`src/rtl/ctt_pkg.sv`:
```
// Shared types, character codes and token kinds for the config text tokenizer.
// Used by ctt_scan, ctt_queue and config_text_tokenizer_top; depends on nothing.
`default_nettype none

package ctt_pkg;

	// Width of the internal offset and length counters
	localparam int OFFSET_BITS = 16;
	localparam int FIELD_BITS  = 16;

	typedef logic [OFFSET_BITS-1:0] ofs_t;
	typedef logic [FIELD_BITS-1:0]  field_t;

	localparam ofs_t OFFSET_MAX = {OFFSET_BITS{1'b1}};

	// Result queue sizing
	localparam int QDEPTH   = 4;
	localparam int QPTR_W   = $clog2(QDEPTH);
	localparam int QCOUNT_W = $clog2(QDEPTH + 1);

	// Character codes
	localparam logic [7:0] CH_NEWLINE = 8'h0A;
	localparam logic [7:0] CH_TAB     = 8'h09;
	localparam logic [7:0] CH_VTAB    = 8'h0B;
	localparam logic [7:0] CH_FFEED   = 8'h0C;
	localparam logic [7:0] CH_CR      = 8'h0D;
	localparam logic [7:0] CH_SPACE   = 8'h20;
	localparam logic [7:0] CH_HASH    = 8'h23;
	localparam logic [7:0] CH_EQUAL   = 8'h3D;
	localparam logic [7:0] CH_LBRACK  = 8'h5B;
	localparam logic [7:0] CH_RBRACK  = 8'h5D;
	localparam logic [7:0] CH_BSLASH  = 8'h5C;
	localparam logic [7:0] CH_QUOTE   = 8'h22;
	localparam logic [7:0] CH_USCORE  = 8'h5F;
	localparam logic [7:0] CH_LOWER_A = 8'h61;
	localparam logic [7:0] CH_LOWER_Z = 8'h7A;
	localparam logic [7:0] CH_UPPER_A = 8'h41;
	localparam logic [7:0] CH_UPPER_Z = 8'h5A;
	localparam logic [7:0] CH_DIGIT_0 = 8'h30;
	localparam logic [7:0] CH_DIGIT_9 = 8'h39;

	typedef enum logic [2:0] {
		MODE_NORMAL  = 3'd0,
		MODE_IDENT   = 3'd1,
		MODE_STRING  = 3'd2,
		MODE_COMMENT = 3'd3,
		MODE_HALTED  = 3'd4
	} scan_mode_t;

	typedef enum logic [3:0] {
		KIND_IDENT    = 4'd0,
		KIND_STRING   = 4'd1,
		KIND_LBRACKET = 4'd2,
		KIND_RBRACKET = 4'd3,
		KIND_BSLASH   = 4'd4,
		KIND_EQUAL    = 4'd5,
		KIND_NEWLINE  = 4'd6,
		KIND_ERROR    = 4'd7,
		KIND_END      = 4'd8
	} token_kind_t;

	typedef struct packed {
		token_kind_t kind;
		field_t      start;
		field_t      length;
		logic        overflow;
		logic        last;
	} token_t;

	// Up to two tokens produced by one transaction
	typedef struct packed {
		logic [1:0] count;
		token_t     tok0;
		token_t     tok1;
	} scan_out_t;

endpackage

`default_nettype wire

```
`src/rtl/ctt_scan.sv`:
```
// Per-byte scanner: mode and counter state plus the single-pass token logic.
// Depends on ctt_pkg.
`default_nettype none

module ctt_scan (
	input  wire logic               clk,
	input  wire logic               arst_n,
	input  wire logic               step,
	input  wire logic [7:0]         text_byte,
	input  wire logic               end_of_text,
	output ctt_pkg::scan_out_t      res
);

	typedef struct packed {
		logic                 emit;
		ctt_pkg::token_kind_t kind;
		ctt_pkg::scan_mode_t  mode;
		logic                 pend;
	} normal_t;

	ctt_pkg::scan_mode_t mode_q, mode_d;
	ctt_pkg::ofs_t       pos_q, pos_d;
	ctt_pkg::ofs_t       start_q, start_d;
	ctt_pkg::ofs_t       len_q, len_d;
	logic                sat_q, sat_d;

	ctt_pkg::ofs_t       pos_inc, len_inc;
	logic                pos_max, len_max;
	logic                sat_b;
	normal_t             nr;
	logic                is_ident_char;

	// Classify one byte as seen outside any token
	function automatic normal_t classify(input logic [7:0] c);
		normal_t r;
		r.emit = 1'b0;
		r.kind = ctt_pkg::KIND_ERROR;
		r.mode = ctt_pkg::MODE_NORMAL;
		r.pend = 1'b0;
		if (c == ctt_pkg::CH_NEWLINE) begin
			r.emit = 1'b1;
			r.kind = ctt_pkg::KIND_NEWLINE;
		end else if (c inside {ctt_pkg::CH_SPACE, ctt_pkg::CH_TAB, ctt_pkg::CH_VTAB,
				ctt_pkg::CH_FFEED, ctt_pkg::CH_CR}) begin
			r.emit = 1'b0;
		end else if (c == ctt_pkg::CH_HASH) begin
			r.mode = ctt_pkg::MODE_COMMENT;
		end else if (c == ctt_pkg::CH_EQUAL) begin
			r.emit = 1'b1;
			r.kind = ctt_pkg::KIND_EQUAL;
		end else if (c == ctt_pkg::CH_LBRACK) begin
			r.emit = 1'b1;
			r.kind = ctt_pkg::KIND_LBRACKET;
		end else if (c == ctt_pkg::CH_RBRACK) begin
			r.emit = 1'b1;
			r.kind = ctt_pkg::KIND_RBRACKET;
		end else if (c == ctt_pkg::CH_BSLASH) begin
			r.emit = 1'b1;
			r.kind = ctt_pkg::KIND_BSLASH;
		end else if (c == ctt_pkg::CH_QUOTE) begin
			r.mode = ctt_pkg::MODE_STRING;
			r.pend = 1'b1;
		end else if (c inside {[ctt_pkg::CH_LOWER_A:ctt_pkg::CH_LOWER_Z],
				[ctt_pkg::CH_UPPER_A:ctt_pkg::CH_UPPER_Z]}) begin
			r.mode = ctt_pkg::MODE_IDENT;
			r.pend = 1'b1;
		end else begin
			r.emit = 1'b1;
			r.kind = ctt_pkg::KIND_ERROR;
			r.mode = ctt_pkg::MODE_HALTED;
		end
		return r;
	endfunction

	function automatic ctt_pkg::token_t mk_token(
		input ctt_pkg::token_kind_t kind,
		input ctt_pkg::ofs_t        start,
		input ctt_pkg::ofs_t        length,
		input logic                 ovf
	);
		ctt_pkg::token_t t;
		t.kind     = kind;
		t.start    = ctt_pkg::FIELD_BITS'(start);
		t.length   = ctt_pkg::FIELD_BITS'(length);
		t.overflow = ovf;
		t.last     = 1'b0;
		return t;
	endfunction

	// Saturating increments
	assign pos_max = (pos_q == ctt_pkg::OFFSET_MAX);
	assign len_max = (len_q == ctt_pkg::OFFSET_MAX);
	assign pos_inc = pos_max ? pos_q : pos_q + ctt_pkg::ofs_t'(1);
	assign len_inc = len_max ? len_q : len_q + ctt_pkg::ofs_t'(1);

	assign nr = classify(text_byte);
	assign is_ident_char = (text_byte inside {[ctt_pkg::CH_LOWER_A:ctt_pkg::CH_LOWER_Z],
		[ctt_pkg::CH_UPPER_A:ctt_pkg::CH_UPPER_Z],
		[ctt_pkg::CH_DIGIT_0:ctt_pkg::CH_DIGIT_9], ctt_pkg::CH_USCORE});

	// Work out the tokens and the next state for the current byte
	always_comb begin
		res.count = 2'd0;
		res.tok0  = mk_token(ctt_pkg::KIND_END, pos_q, '0, sat_q);
		res.tok1  = mk_token(ctt_pkg::KIND_END, pos_q, '0, sat_q);
		mode_d    = mode_q;
		pos_d     = pos_q;
		start_d   = start_q;
		len_d     = len_q;
		sat_b     = sat_q;
		sat_d     = sat_q;
		if (end_of_text) begin
			if (mode_q == ctt_pkg::MODE_IDENT) begin
				res.tok0  = mk_token(ctt_pkg::KIND_IDENT, start_q, len_q, sat_q);
				res.count = 2'd2;
			end else begin
				res.count = 2'd1;
			end
			mode_d  = ctt_pkg::MODE_NORMAL;
			pos_d   = '0;
			start_d = '0;
			len_d   = '0;
			sat_d   = 1'b0;
		end else begin
			case (mode_q)
				ctt_pkg::MODE_COMMENT: begin
					if (text_byte == ctt_pkg::CH_NEWLINE)
						mode_d = ctt_pkg::MODE_NORMAL;
				end
				ctt_pkg::MODE_STRING: begin
					len_d = len_inc;
					sat_b = sat_q | len_max;
					if (text_byte == ctt_pkg::CH_QUOTE) begin
						res.tok0  = mk_token(ctt_pkg::KIND_STRING, start_q, len_inc, sat_b);
						res.count = 2'd1;
						mode_d    = ctt_pkg::MODE_NORMAL;
					end
				end
				ctt_pkg::MODE_HALTED: begin
					mode_d = ctt_pkg::MODE_HALTED;
				end
				ctt_pkg::MODE_IDENT: begin
					if (is_ident_char) begin
						len_d = len_inc;
						sat_b = sat_q | len_max;
					end else begin
						res.tok0  = mk_token(ctt_pkg::KIND_IDENT, start_q, len_q, sat_q);
						res.tok1  = mk_token(nr.kind, pos_q, ctt_pkg::ofs_t'(1), sat_q);
						res.count = nr.emit ? 2'd2 : 2'd1;
						mode_d    = nr.mode;
						if (nr.pend) begin
							start_d = pos_q;
							len_d   = ctt_pkg::ofs_t'(1);
						end
					end
				end
				default: begin
					res.tok0  = mk_token(nr.kind, pos_q, ctt_pkg::ofs_t'(1), sat_q);
					res.count = nr.emit ? 2'd1 : 2'd0;
					mode_d    = nr.mode;
					if (nr.pend) begin
						start_d = pos_q;
						len_d   = ctt_pkg::ofs_t'(1);
					end
				end
			endcase
			pos_d = pos_inc;
			sat_d = sat_b | pos_max;
		end
		// Mark the final token of this transaction
		res.tok0.last = (res.count == 2'd1);
		res.tok1.last = 1'b1;
	end

	// Advance the scanner state when the byte is consumed
	always_ff @(posedge clk or negedge arst_n) begin
		if (!arst_n) begin
			mode_q  <= ctt_pkg::MODE_NORMAL;
			pos_q   <= '0;
			start_q <= '0;
			len_q   <= '0;
			sat_q   <= 1'b0;
		end else if (step) begin
			mode_q  <= mode_d;
			pos_q   <= pos_d;
			start_q <= start_d;
			len_q   <= len_d;
			sat_q   <= sat_d;
		end
	end

endmodule

`default_nettype wire

```
`src/rtl/ctt_queue.sv`:
```
// Small token queue: takes up to two tokens a cycle, hands out one a cycle while rd_stall is low.
// Depends on ctt_pkg.
`default_nettype none

module ctt_queue (
	input  wire logic                clk,
	input  wire logic                arst_n,
	input  wire logic                wr_en,
	input  wire ctt_pkg::scan_out_t  wr_data,
	output logic                     room,
	output logic                     rd_valid,
	input  wire logic                rd_stall,
	output ctt_pkg::token_t          rd_data
);

	ctt_pkg::token_t                mem_q [ctt_pkg::QDEPTH];
	logic [ctt_pkg::QPTR_W-1:0]     wp_q, rp_q;
	logic [ctt_pkg::QCOUNT_W-1:0]   count_q;
	logic [1:0]                     wr_n;
	logic                           rd_en;

	assign wr_n     = wr_en ? wr_data.count : 2'd0;
	assign rd_valid = (count_q != '0);
	assign rd_en    = rd_valid && !rd_stall;
	assign rd_data  = mem_q[rp_q];
	// Room for the worst case of two tokens
	assign room     = (count_q <= ctt_pkg::QCOUNT_W'(ctt_pkg::QDEPTH - 2));

	// Store the incoming tokens
	always_ff @(posedge clk) begin
		if (wr_n != 2'd0)
			mem_q[wp_q] <= wr_data.tok0;
		if (wr_n == 2'd2)
			mem_q[wp_q + ctt_pkg::QPTR_W'(1)] <= wr_data.tok1;
	end

	// Advance pointers and occupancy
	always_ff @(posedge clk or negedge arst_n) begin
		if (!arst_n) begin
			wp_q    <= '0;
			rp_q    <= '0;
			count_q <= '0;
		end else begin
			wp_q    <= wp_q + ctt_pkg::QPTR_W'(wr_n);
			if (rd_en)
				rp_q <= rp_q + ctt_pkg::QPTR_W'(1);
			count_q <= count_q + ctt_pkg::QCOUNT_W'(wr_n)
				- ctt_pkg::QCOUNT_W'(rd_en);
		end
	end

endmodule

`default_nettype wire

```
`src/rtl/config_text_tokenizer_top.sv`:
```
// Top level of the config text tokenizer: input register, scanner and token queue.
// Depends on ctt_pkg, ctt_scan and ctt_queue.
//
// Usage:
//   Text channel (text_valid/text_stall) carries one byte per transaction, or an
//   end-of-text marker (end_of_text = 1, text_byte ignored). Token channel
//   (token_valid/token_stall) carries one token per transaction: kind, start
//   offset, length, overflow and last_of_run on the final token of a byte.
//   A byte gives zero, one or two tokens; every text closes with an end token,
//   after which the block is ready for the next text.
// Path: a byte is taken into the input register, and once the queue has room
//   the scanner writes its tokens into the token queue; the byte's first token
//   is then offered from the queue head.
// Throughput: one byte per cycle, limited only by the token port, which moves one
//   token per cycle while token_stall is low; a two-token byte takes two transfers.
// Reset: arst_n clears the scanner to normal mode with all counters at zero
//   and empties the token queue.
// Stall: while token_stall is high tokens are held; the four-entry queue fills
//   and text_stall rises once it can no longer take a worst-case two tokens.
`default_nettype none

module config_text_tokenizer_top (
	input  wire logic        clk,
	input  wire logic        arst_n,
	input  wire logic        text_valid,
	output logic             text_stall,
	input  wire logic [7:0]  text_byte,
	input  wire logic        end_of_text,
	output logic             token_valid,
	input  wire logic        token_stall,
	output logic [3:0]       token_kind,
	output logic [15:0]      token_start,
	output logic [15:0]      token_length,
	output logic             overflow,
	output logic             last_of_run
);

	logic                valid_s1;
	logic [7:0]          byte_s1;
	logic                eot_s1;
	logic                room;
	logic                step;
	ctt_pkg::scan_out_t  scan_res;
	ctt_pkg::token_t     head;

	assign step       = valid_s1 && room;
	assign text_stall = valid_s1 && !room;

	// Input register: load a new transaction whenever the held one moves on
	always_ff @(posedge clk or negedge arst_n) begin
		if (!arst_n) begin
			valid_s1 <= 1'b0;
		end else if (!text_stall) begin
			valid_s1 <= text_valid;
		end
	end

	always_ff @(posedge clk) begin
		if (text_valid && !text_stall) begin
			byte_s1 <= text_byte;
			eot_s1  <= end_of_text;
		end
	end

	ctt_scan u_scan (
		.clk         (clk),
		.arst_n      (arst_n),
		.step        (step),
		.text_byte   (byte_s1),
		.end_of_text (eot_s1),
		.res         (scan_res)
	);

	ctt_queue u_queue (
		.clk      (clk),
		.arst_n   (arst_n),
		.wr_en    (step),
		.wr_data  (scan_res),
		.room     (room),
		.rd_valid (token_valid),
		.rd_stall (token_stall),
		.rd_data  (head)
	);

	// Drive the token ports from the queue head
	assign token_kind   = head.kind;
	assign token_start  = head.start;
	assign token_length = head.length;
	assign overflow     = head.overflow;
	assign last_of_run  = head.last;

endmodule

`default_nettype wire
```
`config.mk`:
```
export PLATFORM = sky130hd
export DESIGN_NAME = config_text_tokenizer_top
export DESIGN_NICKNAME = d
export VERILOG_FILES = /design/src/rtl/ctt_pkg.sv /design/src/rtl/ctt_scan.sv /design/src/rtl/ctt_queue.sv /design/src/rtl/config_text_tokenizer_top.sv
export SDC_FILE = /design/constraint.sdc
export NUM_CORES = 1
export LEC_CHECK = 0
export ABC_CLOCK_PERIOD_IN_PS = 4910
export BUFFER_PORTS_ARGS = -buffer_cell sky130_fd_sc_hd__buf_2
export CAP_MARGIN = 20
export CORE_ASPECT_RATIO = 0.75
export CORE_MARGIN = 2
export CORE_UTILIZATION = 60
export CTS_CLUSTER_DIAMETER = 100
export DETAILED_ROUTE_END_ITERATION = 8
export HOLD_SLACK_MARGIN = 0.02
export PLACE_DENSITY = 0.85
export SLEW_MARGIN = 20
export SYNTH_ARGS = -nofsm -noshare
export SYNTH_HDL_FRONTEND = slang
export SYNTH_HIERARCHICAL = 1
export SYNTH_SLANG_ARGS = --single-unit
```
`constraint.sdc`:
```
create_clock -name clk -period 4.91 [get_ports clk]
set_clock_uncertainty 0.05 [all_clocks]
set_input_delay 0.491 -clock clk [delete_from_list [all_inputs] [get_ports clk]]
set_output_delay 0.491 -clock clk [all_outputs]
set_load 0.1 [all_outputs]
```
# Word level (Yosys, flattened, before mapping)
# Memory sizes are Yosys's and may differ from the RTL's.
# Cells that the tools add are included.
op_classes:
  add_sub_neg: 7
  magnitude_cmp: 7
  eq_ne: 27
  n_mux: 55
  bitwise: 2
  n_reduce_logical: 21
op_table:
  columns: ["cell", "count"]
  rows:
  - ["16-bit 2-to-1 mux", 9]
  - ["40-bit case mux with 3 select lines", 1]
  - ["38-bit 2-to-1 mux", 3]
  - ["78-bit 2-to-1 mux", 1]
  - ["16-bit case mux with 3 select lines", 1]
  - ["8-bit by 4-bit equality test with 1-bit output (second input constant)", 5]
  - ["40-bit 2-to-1 mux", 1]
  - ["5-bit 2-to-1 mux", 8]
  - ["39-bit 2-to-1 mux", 1]
  - ["16-bit by 1-bit adder with 16-bit output (second input constant)", 2]
  - ["16-bit equality test (second input constant)", 2]
  - ["8-bit by 6-bit equality test with 1-bit output (second input constant)", 4]
  - ["8-bit by 7-bit equality test with 1-bit output (second input constant)", 4]
  - ["16-bit case mux with 2 select lines", 1]
  - ["4-bit 2-to-1 mux", 6]
  - ["3-bit 2-to-1 mux", 6]
  - ["8-bit by 7-bit >= comparator with 1-bit output (second input constant)", 2]
  - ["8-bit by 7-bit <= comparator with 1-bit output (second input constant)", 2]
  - ["3-bit case mux with 4 select lines", 1]
  - ["1-bit 2-to-1 mux", 11]
  - ["8-bit by 6-bit >= comparator with 1-bit output (second input constant)", 1]
  - ["8-bit by 6-bit <= comparator with 1-bit output (second input constant)", 1]
  - ["8-bit 2-to-1 mux", 1]
  - ["1-bit logical AND", 7]
  - ["27 further kinds", 38]
word_totals:
  reg_bits: 69
  ram_bits: 152
  out_inout_bits: 40
  in_bits: 13
  elab_cells: 131
  mem_count: 1
mem_list:
  columns: ["name", "words", "width", "read_ports", "rd_ports_with_merged_regs", "wr", "line_no", "source"]
  rows:
  - ["u_queue.mem_q", 4, 38, 1, 0, 2, "ctt_queue.sv:16", "ctt_pkg::token_t mem_q [ctt_pkg::QDEPTH];"]

# Longest topological paths before layout
# Gate-level depths: netlist of the first run.
depth:
  depth_word: 20
  depth_mapped: 15
  depth_no_buf: 13

# By module
# Netlist of the first run, hierarchy kept.
modules_own_cells:
  columns: ["mod", "cells_each", "seq_area_each_um2", "instances", "area_per_inst_um2"]
  rows:
  - ["ctt_queue", 416, 4739.5, 1, 7817.5]
  - ["ctt_scan", 484, 1301.2, 1, 4096.4]
  - ["config_text_tokenizer_top", 15, 295.3, 1, 334.1]

# Worst setup path before layout of the first run
# Ideal clock, no wire load.
synth_path:
  kind: "register -> register"
  startpoint: "register u_scan.mode_q[0]"
  endpoint: "memory u_queue/mem_q[1][0] (netlist bit), enable pin"
  required_time_ns: 4.427
  setup_time_ns: 0.433
  path_buffers: 4
  period_less_slack_ns: 4.217
  t_arrival_ns: 3.733
  path_stages_with_launch: 12
  path_slack_ns: 0.693
  cell_sequence: "dfrtp_1 clkbuf_1 or3b_2 buf_2 nor2_1 nand2_1 clkbuf_1 o211ai_1 clkbuf_1 mux2_2 nand2_1 nor2_1"
synth_lines:
  columns: ["item", "line_no", "source"]
  rows:
  - ["start: declaration", "ctt_scan.sv:21", "ctt_pkg::scan_mode_t mode_q, mode_d;"]
  - ["start signal: assignment", "ctt_scan.sv:178", "mode_q <= ctt_pkg::MODE_NORMAL;"]
  - ["start signal: assignment", "ctt_scan.sv:184", "mode_q <= mode_d;"]
  - ["end: declaration", "ctt_queue.sv:16", null]

==> results of run 1 <==
-- power by group through the flow --
stage | Sequential [uW] | Clock [uW] | Combinational (uW)
finish | 2730 | 1660 | 3420
detailed placement | 2770 | 0 | 3400
global route | 2780 | 1760 | 3590
CTS | 2730 | 1680 | 3420
floorplan | 2520 | 0 | 3040
global placement | 2740 | 0 | 3360
-- critical path, cell delays in order (launching register included) --
cell and delay (ps):
edfxtp_1 580, nor2_1 250, nor4b_2 380, o21a_1 280, nand2_1 260, o211ai_1 710
nand2_1 160, ha_1 320, inv_1 40, ha_1 180, fa_1 370, xnor2_1 190
xnor2_1 140
-- cell type report --
class	instances	area, um^2	share of cell area, %
clock buffer	37	668	5.02
clock inverter	5	42.5	0.320
inverter	22	82.6	0.621
multi-input combinational	616	5500	41.3
sequential	221	6340	47.6
tap	258	323	2.43
timing repair buffer	64	350	2.63
-- through the flow --
stage | setup WS [ps] | total power [uW] | hold WS, ps | util, %
global placement | 1140 | 6100 | 433 | 62.5
global route | 584 | 8130 | 63.1 | 66.0
detailed placement | 995 | 6160 | 443 | 62.5
finish | 905 | 7810 | 22.4 | 66.0
floorplan | 693 | 5560 | 145 | -
CTS | 950 | 7830 | 37.9 | 66.0
-- kinds of logic after synthesis --
kind of cell,share of synthesized area [%]
compound gates,7.21
xor+xnor,0.787
fa+ha+maj,0.776
buf+inv,4.08
flops,51.7
mux,25.4
other cells,0.0613
simple gates,9.93
-- sequential cells by signal, summed over array words and instances (netlist names), 3 cells and up --
name / flops
u_scan/pos_q: 16
u_queue/mem_q: 152
u_scan/mode_q: 3
byte_s1: 8
u_scan/len_q: 16
u_scan/start_q: 16
u_queue/count_q: 3
-- cells in the final DEF, fill, tap and decap left out, types with 12 or more instances in the layout --
cell       synthesis  final
nor2b_1           20     20
o21ai_0           29     29
nand2_1           37     37
buf_4             22     12
mux4_2            38     38
conb_1             2     16
a21oi_1           47     47
nor3_1            13     12
inv_1             21     21
mux2_4            30     30
dfrtp_1           60     58
clkbuf_16          0     23
nor2_1            45     43
buf_2             26     52
mux2_2           157    157
edfxtp_1         161    161
nand3_1           23     23
-- metal layers --
layer	GRT usage, %	share of wire (%)
met5	0	0
met4	4.83	1.6
met3	4.23	9.1
met2	39.6	45
met1	38.7	44
-- final timing paths --
check                                    from                  to  slack (ps)
hold / removal                         arst_n   u_scan/start_q[1]          20
setup reg to reg                   byte_s1[0]  u_queue/count_q[2]         900
min in group clk                 text_byte[2]          byte_s1[2]         100
setup / recovery                   byte_s1[0]  u_queue/count_q[2]         900
max in group asynchronous              arst_n     u_queue/rp_q[1]        3810
hold reg to reg            u_scan/start_q[14]  u_scan/start_q[14]         460
==> results.json, run 1 <==
{
  "post-route-period-util_pct": 81.6,
  "drt-initial-drc-count": 1029,
  "worst-slew-pin-transition_ps": 1030,
  "dpl_cell_area_um2": 12600,
  "root_buffer": "clkbuf_16",
  "first_global_vias": 7753,
  "crit_fanout": 16,
  "p_clk_share_pct": 21.2,
  "die_w_um": 169,
  "grt_overflow": 0,
  "yosys.area.top_type_share_pct": 39.5,
  "final_layout_size_suffix_gt1_share_pct": 36.1,
  "power.leakage_uw": 0.00511,
  "hold_viol": 0,
  "die_area_um2": 21600,
  "avgSynthCellArea_um2": 13.4,
  "clk_pin_slew_worst_paths_ps": 60,
  "worst_setup_path_end_kind": "flip-flop",
  "dr.pass1.iters": 7,
  "drc_errors": 0,
  "status": "complete, no violations",
  "wl_per_cell_um": 22.2,
  "netlist_area_um2": 12200,
  "cts_resized": 0,
  "place_congestion": 0.902,
  "htree_levels": 1,
  "clock_latency_ps": 530,
  "drv_cap": 0,
  "slew-limit-headroom_pct": 31.3,
  "power_switching_uw": 3560,
  "clock_sink_count": 221,
  "numPlacedInstances": 1181,
  "io_buffers": 52,
  "finalCriticalPeriod_ps": 4010,
  "yosys-top-cells-count": "edfxtp_1, mux2_2, dfrtp_1",
  "via_per_inst": 6.46,
  "synth_most_common_cell": "edfxtp_1",
  "num_vias": 7900,
  "powerDensity_nw_per_um2": 587,
  "ys.flop_type": "edfxtp_1",
  "rows": 45,
  "irDropWorstVdd_uv": 582,
  "antenna_found_initial": 0,
  "p_sw_share_pct": 45.5,
  "fin_nets": 968,
  "synth_cells": 915,
  "arrival_ps": 4380,
  "grt_pass1_wl_mm": 42.9,
  "cts_tree": "built",
  "grt_max_degree": 40,
  "synth.distinct_cells": 80,
  "ys_warn_count": 6,
  "tns_ps": 0,
  "yosys.area.top_type": "edfxtp_1",
  "drt-total-wl_mm": 27.2,
  "postRouteAntennaNets": 0,
  "ys_async_sr_fraction_pct": 27.1,
  "ff2ff_path_depth": 12,
  "hp-class": "in -> async",
  "start_util_pct": 60.8,
  "cts_setup_buffers": 0,
  "start_kind": "flip-flop",
  "yosysSeqAreaShare_pct": 51.7,
  "holdBufCountCts": 0,
  "fmax_mhz": 250,
  "cts_buffers": 23,
  "ios": 53,
  "nFillCells": 1417,
  "p_int_uw": 4250,
  "clock_path_buffers": 3,
  "grt_usage_pct": 25.5,
  "required_ps": 5290,
  "crit_type": "reg -> reg",
  "design_area_um2": 13300,
  "design.core.area_um2": 20200,
  "pwr-share-seq_pct": 34.9,
  "insertedDiodeCount": 0,
  "synth_seq_cells": 221,
  "dp_hpwl_mm": 16.7,
  "finalNonFillerCells": 1223,
  "die_h_um": 128,
  "slew_violations": 0,
  "syn2layout_area_growth_pct": 8.63,
  "synth_edf_count": 161,
  "rsz0062_at_grt": "false",
  "setup_violations": 0,
  "synth_area_leaders": "edfxtp_1, mux2_2, dfrtp_1",
  "pwr-share-comb_pct": 43.8
}
Power figures use the tool's default switching activity.
==> inputs of run 2 (changes only) <==
- ABC_CLOCK_PERIOD_IN_PS: 4910 -> 3850
- clock period: 4.91 -> 3.85 ns (I/O delays scaled with it)
==> results.json, run 2 (synthesis gave the netlist of run 1 again) <==
{
  "io_buffers": 52,
  "post-route-period-util_pct": 95.0,
  "start_kind": "flip-flop",
  "top_register": "u_queue/mem_q",
  "largest_register_ffs": 152,
  "pwr-share-seq_pct": 33.9,
  "grt_util_met1_pct": 40.2,
  "rsz0062_at_grt": "false",
  "regToRegEndpoint": "u_queue/mem_q[3][32]",
  "setup_ws_ps": 193,
  "via_per_inst": 6.62,
  "design_area_um2": 13600,
  "multiInputGateArea_um2": 5520,
  "drt-initial-drc-count": 1236,
  "clock_latency_ps": 530,
  "irDropWorstVdd_uv": 831,
  "cts_buffers": 23,
  "drt-total-wl_mm": 28.8,
  "finalCriticalPeriod_ps": 3660,
  "crit_fanout": 38,
  "worstHoldPathCells": 2,
  "fin_nets": 987,
  "cts_setup_buffers": 0,
  "p_int_uw": 5590,
  "grt_pass1_wl_mm": 45.5,
  "power_switching_uw": 4640,
  "first_global_vias": 8099,
  "grt_usage_pct": 27.1,
  "fmax_mhz": 273,
  "mostFrequentLayoutCells": "edfxtp_1, mux2_2, dfrtp_1",
  "use_met3_pct": 4.04,
  "syn2layout_area_growth_pct": 11.1,
  "dr.pass1.iters": 5,
  "hold_viol": 0,
  "startpoint": "byte_s1[3]",
  "powerDensity_nw_per_um2": 751,
  "dpl_cell_area_um2": 12700,
  "worst_setup_path_end_kind": "flip-flop",
  "die_area_um2": 21600,
  "cts_tree": "built",
  "clock_sink_count": 221,
  "insertedDiodeCount": 0,
  "final_layout_size_suffix_gt1_share_pct": 36.8,
  "busiest_layer": "met2",
  "rows": 45,
  "clock_path_buffers": 3,
  "slew_violations": 0,
  "ff2ff_path_depth": 9,
  "ff2ff_setup_slack_ps": 190,
  "grt_max_degree": 40,
  "crit_type": "reg -> reg",
  "seq_area_um2": 6340,
  "root_buffer": "clkbuf_16",
  "place_ws_ps": 172,
  "drv_cap": 0,
  "setup_violations": 0,
  "nFillCells": 1342,
  "htree_levels": 1,
  "num_vias": 8220,
  "design.core.area_um2": 20200,
  "die_w_um": 169,
  "hp-class": "in -> reg",
  "p_clk_share_pct": 21.9,
  "critPathCapture": "u_queue/mem_q[3][32]",
  "start_util_pct": 60.8,
  "worst-slew-pin-transition_ps": 1100,
  "met2_usage_pct": 41.9,
  "dp_hpwl_mm": 17.2,
  "mostFrequentLayoutCell": "edfxtp_1",
  "required_ps": 4060,
  "pwr-share-comb_pct": 44.2,
  "slew-limit-headroom_pct": 26.8,
  "grt_overflow": 0,
  "power.leakage_uw": 0.00523,
  "wl_per_cell_um": 23.2,
  "p_sw_share_pct": 45.4,
  "status": "complete, no violations",
  "place_congestion": 0.883,
  "ios": 53,
  "postRouteAntennaNets": 0,
  "arrival_ps": 3870,
  "worstReg2RegStart": "byte_s1[3]",
  "die_h_um": 128,
  "clk_pin_slew_worst_paths_ps": 60,
  "antenna_found_initial": 0,
  "drc_errors": 0
}
-- run 2: cell count changes in the layout (fill, tap and decap cells not counted), moves of 2 or more --
| cell | change |
|---|---|
| nor2_2 | +2 |
| clkinvlp_4 | +2 |
| buf_4 | +2 |
| clkbuf_1 | -3 |
| buf_12 | +6 |
| dlygate4sd3_1 | +10 |
| bufinv_16 | +2 |
-- run 2: routing by layer --
layer  share of wire [%]  wire length [um]
met4                 2.8               816
met5                   0                 0
met1                  43             12300
met2                  45             13100
met3                 9.0              2600
-- run 2: how the worst min path moves through the flow --
stage | startpoint | to
finish | text_valid | valid_s1
global route | text_valid | valid_s1
CTS | text_valid | valid_s1
detailed placement | u_scan/start_q[14] | u_scan/start_q[14]
global placement | u_scan/start_q[2] | u_scan/start_q[2]
floorplan | arst_n | u_queue/count_q[0]
-- run 2: cell type report --
class | instances | share of cell area [%]
clock buffer | 33 | 4.73
clock inverter | 9 | 0.864
inverter | 22 | 0.607
multi-input combinational | 617 | 40.6
sequential | 221 | 46.6
tap | 258 | 2.37
timing repair buffer | 82 | 4.30
-- run 2: repair_timing --
item | 4_1_cts | 5_1_grt
gates resized for setup | 0 | 3
endpoints found under the setup margin | 0 | 56
endpoints found under the hold margin | 38 | 0
hold buffers | 10 | 0
-- run 2: per-stage QoR --
step	hold slack, ps	util (%)	total power, uW	std cells	setup TNS, ps
floorplan	39.4	-	7090	929	-27870
global placement	435	63.2	7830	1189	0
detailed placement	443	63.2	7940	1189	0
CTS	20.3	67.4	10200	1241	0
global route	27.7	67.5	10600	1242	0
finish	29.4	67.5	10200	1242	0
-- run 2: power by group through the flow --
| stage | clock network, uW | registers [uW] | logic [uW] |
|---|---|---|---|
| after floorplan | 0 | 3220 | 3880 |
| after global placement | 0 | 3470 | 4370 |
| after detailed placement | 0 | 3500 | 4440 |
| after CTS | 2260 | 3450 | 4480 |
| after global routing | 2370 | 3520 | 4700 |
| final | 2240 | 3470 | 4520 |
-- run 2: worst max-delay path, cell delays in order (launching register included) --
cell	delay (ps)
edfxtp_1	590
nor2b_2	320
a22oi_1	110
o21ai_0	240
a2111oi_0	140
o21ai_0	320
o211ai_1	180
buf_4	200
or4_4	830
mux2_4	420
==> inputs of run 3 (changes only) <==
- CORE_MARGIN: 2 -> not set
==> results.json, run 3 (synthesis gave the netlist of run 1 again) <==
{
  "clock_sink_count": 221,
  "hp-class": "in -> reg",
  "antenna_found_initial": 0,
  "cp_slowest_stage_delay_ps": 590,
  "dr.pass1.iters": 5,
  "drt-initial-drc-count": 990,
  "fmax_mhz": 275,
  "grt_overflow": 0,
  "setup_violations": 0,
  "numPlacedInstances": 1189,
  "die_area_um2": 21000,
  "drv_cap": 0,
  "mostFrequentLayoutCell": "edfxtp_1",
  "top_register": "u_queue/mem_q",
  "post-route-period-util_pct": 94.4,
  "status": "complete, no violations",
  "worst_setup_path_end_kind": "flip-flop",
  "insertedDiodeCount": 0,
  "grt_pass1_wl_mm": 43.8,
  "final_layout_size_suffix_gt1_share_pct": 37.4,
  "io_buffers": 52,
  "postRouteAntennaNets": 0,
  "nFillCells": 1241,
  "clk_pin_slew_worst_paths_ps": 60,
  "crit_path_frequent_cell": "nor2_1",
  "finalCriticalPeriod_ps": 3630,
  "crit_type": "reg -> reg",
  "fin_nets": 1001,
  "htree_levels": 1,
  "first_global_vias": 7814,
  "setup_ws_ps": 217,
  "root_buffer": "clkbuf_16",
  "finalNonFillerCells": 1250,
  "required_ps": 4080,
  "clock_latency_ps": 530,
  "hold_viol": 0,
  "powerDensity_nw_per_um2": 747,
  "worst-path-buf-inv": 1,
  "arrival_ps": 3860,
  "die_w_um": 167,
  "grt_usage_pct": 26.9,
  "via_per_inst": 6.44,
  "clock_path_buffers": 3,
  "wl_per_cell_um": 22.7,
  "die_h_um": 126,
  "rsz0062_at_grt": "true",
  "power.leakage_uw": 0.00531,
  "crit_fanout": 19,
  "largest_register_ffs": 152,
  "start_util_pct": 62.3,
  "ios": 53,
  "cts_tree": "built",
  "syn2layout_area_growth_pct": 12.0,
  "irDropWorstVdd_uv": 692,
  "dp_hpwl_mm": 17.0,
  "slew_violations": 0,
  "drt-total-wl_mm": 28.4,
  "drc_errors": 0,
  "slowest_stage": "or4_4",
  "design.core.area_um2": 19700,
  "start_kind": "flip-flop",
  "cp_top_family": "simple AND/OR/NAND/NOR gates",
  "mostFrequentLayoutCells": "edfxtp_1, mux2_2, dfrtp_1",
  "place_ws_ps": 125,
  "grt_max_degree": 39,
  "slew-limit-headroom_pct": 33.2,
  "worst-slew-pin-transition_ps": 1000,
  "cp_cell_sequence": "nor2_1 > nor4b_4 > nor2_1 > a21oi_1 > a21oi_1 > nor2_1 > nand2_1 > or4_4 > buf_12 > mux2_4",
  "num_vias": 8049,
  "place_congestion": 0.910,
  "cts_buffers": 23,
  "rows": 44
}
[run 3: cell count changes in the layout (fill, tap and decap cells not counted), sizes merged, moves of 2 or more]
| cell | previous run | this run |
|---|---|---|
| clkinv | 4 | 10 |
| buf | 72 | 83 |
| clkbuf | 33 | 27 |
| clkinvlp | 2 | 0 |
[run 3: timing repair]
| item | in CTS | in global routing |
|---|---|---|
| hold endpoints to repair | 44 | 0 |
| setup buffers | 0 | 6 |
| resized for setup | 0 | 3 |
| endpoints found under the setup margin | 0 | 117 |
| hold buffers | 11 | 0 |
[run 3: stage by stage]
step	setup TNS (ps)	cell area (um^2)	power (uW)	hold WS [ps]	util [%]
2_1_floorplan	-27870	12300	7090	39.4	-
3_3_place_gp	0	12800	7840	432	64.9
3_5_place_dp	0	12800	7930	441	64.9
4_1_cts	0	13600	10200	152	69.3
5_1_grt	-310	13700	10600	173	69.8
6_report	0	13700	10200	176	69.8
[run 3: area by class of cell]
cell class / instances / area, um^2 / area share (%)
inverter: 22 / 82.6 / 0.602
timing repair buffer: 94 / 691 / 5.04
sequential: 221 / 6340 / 46.2
clock buffer: 27 / 591 / 4.31
tap: 253 / 317 / 2.31
multi-input combinational: 619 / 5540 / 40.4
clock inverter: 14 / 156 / 1.14
[run 3: power breakdown]
group,internal [uW],switching (uW)
sequential,3040,307
clock,1300,929
combinational,1270,3400
[run 3: final timing paths]
check                      cells after the start  slack [ps]              endpoint               start
setup / recovery                              10         220  u_queue/mem_q[3][17]          byte_s1[1]
hold / removal                                 3         180       u_queue/rp_q[1]         token_stall
setup reg to reg                              10         220  u_queue/mem_q[3][17]          byte_s1[1]
hold reg to reg                                1         460    u_queue/count_q[2]  u_queue/count_q[2]
max in group asynchronous                      3        2360       u_scan/len_q[1]              arst_n
min in group asynchronous                      2         480     u_scan/start_q[1]              arst_n
[run 3: worst min-delay path: cells and delay by family]
family / cells / cell delay (ps)
XOR/XNOR: 1 / 150
buffers and inverters: 1 / 110
AND/OR/NAND/NOR: 1 / 70
[run 3: layer usage]
metal,global-route usage (%),vias up,part of all wire [%]
li1,-,3637,-
met1,39.5,3974,44
met2,42.2,396,46
met3,4.46,42,8.5
met4,6.15,0,1.6
met5,0,-,0
